File: src/sv/pct_pkg.sv
// Shared types, status codes and constants for the piecewise-constant table.
`timescale 1ns / 1ps

package pct_pkg;

  localparam int MAX_SEGMENTS_DEF = 512;
  localparam int VAL_W = 32;

  // Result status codes
  localparam logic [2:0] ST_OK    = 3'd0;
  localparam logic [2:0] ST_FULL  = 3'd1;
  localparam logic [2:0] ST_EMPTY = 3'd2;
  localparam logic [2:0] ST_GAP   = 3'd3;
  localparam logic [2:0] ST_UNDEF = 3'd4;

  // Request kinds
  localparam logic ACT_INSERT = 1'b0;
  localparam logic ACT_QUERY  = 1'b1;

  typedef enum logic [2:0] {
    S_IDLE,
    S_EXEC,
    S_SEARCH,
    S_CMP,
    S_HREAD,
    S_FINISH
  } state_t;

  // Controller to datapath
  typedef struct packed {
    logic latch_in;
    logic exec;
    logic search_rd;
    logic cmp_step;
    logic height_rd;
    logic height_take;
    logic load_out;
  } cmd_t;

  // Datapath to controller
  typedef struct packed {
    logic is_query;
    logic query_undef;
    logic lo_lt_hi;
    logic out_free;
  } stat_t;

endpackage

File: src/sv/pct_ctrl.sv
// Controller: sequences insert, range check, binary search and result hand-off.
`timescale 1ns / 1ps

module pct_ctrl (
  input  logic            clk,
  input  logic            rst,
  input  logic            in_valid,
  output logic            in_ready,
  input  pct_pkg::stat_t  stat,
  output pct_pkg::cmd_t   cmd
);

  pct_pkg::state_t state;
  pct_pkg::state_t state_next;

  always_ff @(posedge clk) begin
    if (rst) begin
      state <= pct_pkg::S_IDLE;
    end else begin
      state <= state_next;
    end
  end

  always_comb begin
    state_next = state;
    case (state)
      pct_pkg::S_IDLE: begin
        if (in_valid) state_next = pct_pkg::S_EXEC;
      end
      pct_pkg::S_EXEC: begin
        if (!stat.is_query || stat.query_undef) begin
          state_next = pct_pkg::S_FINISH;
        end else begin
          state_next = pct_pkg::S_SEARCH;
        end
      end
      pct_pkg::S_SEARCH: begin
        state_next = stat.lo_lt_hi ? pct_pkg::S_CMP : pct_pkg::S_HREAD;
      end
      pct_pkg::S_CMP:   state_next = pct_pkg::S_SEARCH;
      pct_pkg::S_HREAD: state_next = pct_pkg::S_FINISH;
      pct_pkg::S_FINISH: begin
        if (stat.out_free) state_next = pct_pkg::S_IDLE;
      end
      default: state_next = pct_pkg::S_IDLE;
    endcase
  end

  always_comb begin
    cmd      = '0;
    in_ready = 1'b0;
    case (state)
      pct_pkg::S_IDLE: begin
        in_ready     = 1'b1;
        cmd.latch_in = in_valid;
      end
      pct_pkg::S_EXEC:   cmd.exec = 1'b1;
      pct_pkg::S_SEARCH: begin
        cmd.search_rd = stat.lo_lt_hi;
        cmd.height_rd = !stat.lo_lt_hi;
      end
      pct_pkg::S_CMP:    cmd.cmp_step = 1'b1;
      pct_pkg::S_HREAD:  cmd.height_take = 1'b1;
      pct_pkg::S_FINISH: cmd.load_out = stat.out_free;
      default: begin
        cmd      = '0;
        in_ready = 1'b0;
      end
    endcase
  end

endmodule
File: config.mk
export PLATFORM = sky130hd
export DESIGN_NAME = pct_ctrl
export DESIGN_NICKNAME = d
export VERILOG_FILES = /design/src/sv/pct_pkg.sv /design/src/sv/pct_ctrl.sv
export SDC_FILE = /design/constraint.sdc
export NUM_CORES = 1
export LEC_CHECK = 0
export BUFFER_PORTS_ARGS = -buffer_cell sky130_fd_sc_hd__clkbuf_2
export CAP_MARGIN = 20
export CELL_PAD_IN_SITES_DETAIL_PLACEMENT = 2
export CELL_PAD_IN_SITES_GLOBAL_PLACEMENT = 2
export CORE_MARGIN = 2
export CORE_UTILIZATION = 18
export CTS_CLUSTER_SIZE = 16
export DETAILED_ROUTE_END_ITERATION = 12
export PLACE_DENSITY_LB_ADDON = 0.1
export SLEW_MARGIN = 40
export SYNTH_ARGS = -nofsm -noshare
export SYNTH_HDL_FRONTEND = slang
export SYNTH_SLANG_ARGS = --single-unit
File: constraint.sdc
create_clock -name clk -period 1 [get_ports clk]
set_input_delay 0.1 -clock clk [delete_from_list [all_inputs] [get_ports clk]]
set_output_delay 0.1 -clock clk [all_outputs]
set_load 0.005 [all_outputs]
==> results.json <==
{
  "status": "finished, violations left",
  "violations": "negative setup slack",
  "largest_reg_flops": 3,
  "wl_microns": 1260,
  "cpPeakStageDelay_ps": 350,
  "hold_viol": 0,
  "largest_registers": "state (3)",
  "setup_viol": 10,
  "grt_max_degree": 6,
  "cts.htree.levels": 1,
  "crit_buf_inv": 2,
  "synth_top_family_by_area": "simple AND/OR/NAND/NOR gates",
  "cts.clk_slew.worst_paths_ps": 40,
  "place_area_sq_um": 402.9,
  "synth_xor_area_frac": 0,
  "p_comb_frac": 0.482,
  "syn_to_final_growth_pct": 113.1,
  "worst_pin_slew_ps": 306.4,
  "viasPerCell": 4.722,
  "top_register": "state",
  "fin_ws_ps": -244.8,
  "syn_inst": 35,
  "first_global_vias": 380,
  "rows": 13,
  "synth_warnings": 0,
  "cts_inserted_buffers": 3,
  "grt.total_usage": 0.1327,
  "dieHeight_microns": 42.57,
  "initial_core_util": 0.1983,
  "p_seq_frac": 0.213,
  "switching_share": 0.3360,
  "seq_area_frac_synth": 0.2243,
  "die_area_sq_um": 1812,
  "nets": 72,
  "ir_drop_mv": 0.5471,
  "switchingPower_mw": 0.2400,
  "synth_compound_area_frac": 0.1916,
  "report.final.slew_viol_count": 0,
  "clock-sinks": 3,
  "power.density_nw_per_um2": 1252,
  "setup.worst_path.end_class": "output pin",
  "final_area_sq_um": 570.5,
  "synthAdderAreaFrac": 0,
  "cts_tree": "yes",
  "io_pins": 15,
  "async_reset_ff_frac": 0,
  "cts_buffer_depth": 2,
  "yosysMostFrequentCell": "nor2_1",
  "synth.area.top_cells": "dfxtp_1 (22%), buf_6 (8.4%), nor2_1 (7.0%)",
  "fin_crit_ps": 1245,
  "setup.worst_path.class": "register to output pin",
  "fmax_mhz": 803.3,
  "internal_power_mw": 0.4742,
  "path_delay_family": "flip-flops",
  "antenna_found_initial": 0,
  "synthesis.nets": 42,
  "grt_overflow_total": 0,
  "port_buffers": 14,
  "gp_congestion": 0.7884,
  "drtIter0Drc": 2,
  "final_min_period_over_clock_period": 1.245,
  "fin_util": 0.4226,
  "hpwl_microns": 817.5,
  "die_width_microns": 42.57,
  "critical_path_arrival_ps": 1140,
  "critPathRequiredTime_ps": 900,
  "syn_area_sq_um": 267.8,
  "synth_area_per_cell_sq_um": 7.650,
  "place_inst": 70,
  "p_leak_nw": 0.2641,
  "crit_fanout": 4,
  "rsz0062_at_grt": "yes",
  "crit_path_cell_trace": "buf_6 > nor3_4 > and2_1 > buf_2",
  "synthSimpleGateAreaFrac": 0.4673,
  "grt_pass1_wl_microns": 1759,
  "drtPass1Iterations": 3,
  "ys_types": 20,
  "vias": 373,
  "design_power_total_mw": 0.7142,
  "synth_top_area_share": 0.2243,
  "synth_commonest_cells": "nor2_1 (5), dfxtp_1 (3), nand2_1 (3), nor2b_1 (3)",
  "cp-start-kind": "register",
  "avgRoutedWirePerCell_microns": 15.95,
  "yosys.area.top_type": "dfxtp_1",
  "synth-edff-count": 0,
  "synth-main-ff-cell": "dfxtp_1",
  "hold_class": "input port to register",
  "antennaDiodeCount": 0,
  "clock_latency_ps": 230,
  "cp_slowest_cell": "dfxtp_4",
  "synth_seq_cells": 3,
  "maxCapViolCount": 0,
  "antenna_left": 0,
  "fin_cells": 79,
  "skew_ps": 2.471,
  "clockPowerShare": 0.305,
  "ctsRootBufferMaster": "clkbuf_4",
  "max-slew-margin-rel": 0.7938,
  "synth_mux_area_frac": 0,
  "core-area_sq_um": 1350,
  "drc_errors": 0,
  "drive_gt1_frac": 0.7656
}
==> final timing paths <==
| path | cells after the start | start | to | slack, ps |
|---|---|---|---|---|
| max reg2reg | 4 | state[0]$_SDFFE_PP0P_ | state[2]$_SDFFE_PP0P_ | -170 |
| min reg2reg | 3 | state[2]$_SDFFE_PP0P_ | state[1]$_SDFFE_PP0P_ | 670 |
| min | 2 | rst | state[1]$_SDFFE_PP0P_ | 90 |
| max | 4 | state[2]$_SDFFE_PP0P_ | cmd[6] | -240 |
==> placed cells by master, fill, tap and decap left out, drive strengths merged, types with 2 or more instances in the layout <==
| master | n |
|---|---|
| buf | 18 |
| clkbuf | 14 |
| nor2 | 5 |
| nor2b | 3 |
| a211oi | 3 |
| dfxtp | 3 |
| nand2 | 3 |
| and3 | 2 |
| and2 | 2 |
| nor4 | 2 |
==> cells by family (layout without fill, tap and decap cells) <==
| group | count (synthesis) | count (layout) |
|---|---|---|
| flip-flops | 3 | 3 |
| buffers and inverters | 4 | 33 |
| AND/OR/NAND/NOR | 21 | 21 |
| AO/OA/AOI/OAI | 7 | 7 |
==> power groups by stage <==
stage	Sequential, mW	Clock (mW)	Combinational [mW]
2_1_floorplan	0.140	0	0.127
3_3_place_gp	0.148	0	0.210
3_5_place_dp	0.149	0	0.220
4_1_cts	0.154	0.224	0.271
5_1_grt	0.154	0.240	0.374
6_report	0.152	0.218	0.344
==> through the flow <==
step	TNS, ps	worst slack [ps]	hold slack (ps)
after CTS	-1562	-223.4	90.29
after detailed placement	-163.0	-81.56	333.8
final	-1566	-244.8	94.35
after floorplan	0	39.46	172.8
after global placement	-54.77	-43.36	323.7
after global routing	-2156	-299.5	103.5
==> layer usage <==
| layer | share of wire | wire, microns | vias up | GRT usage |
|---|---|---|---|---|
| met5 | 0 | 0 | - | 0 |
| met1 | 0.41 | 521 | 183 | 0.1458 |
| met3 | 0.028 | 35 | 0 | 0.03879 |
| met4 | 0 | 0 | 0 | 0.03750 |
| li1 | - | - | 180 | - |
| met2 | 0.56 | 703 | 10 | 0.2431 |
==> timing repair <==
| item | 4_1_cts | 5_1_grt |
|---|---|---|
| endpoints found under the setup margin | 10 | 11 |
| setup buffers | 1 | 4 |
| pin swaps | 4 | 4 |
| hold buffers | 0 | 0 |
| gates resized for setup | 15 | 16 |
==> final cells by class <==
type                    instances  area [sq um]
repair buffers                 28         207.7
clock buffers                   4         26.28
flip-flops and latches          3         71.32
inverters                       1         3.754
multi-input cells              28         242.7
well taps                      15         18.77
fillers                       160         779.5
No activity file was read; power rests on OpenSTA's default activity.
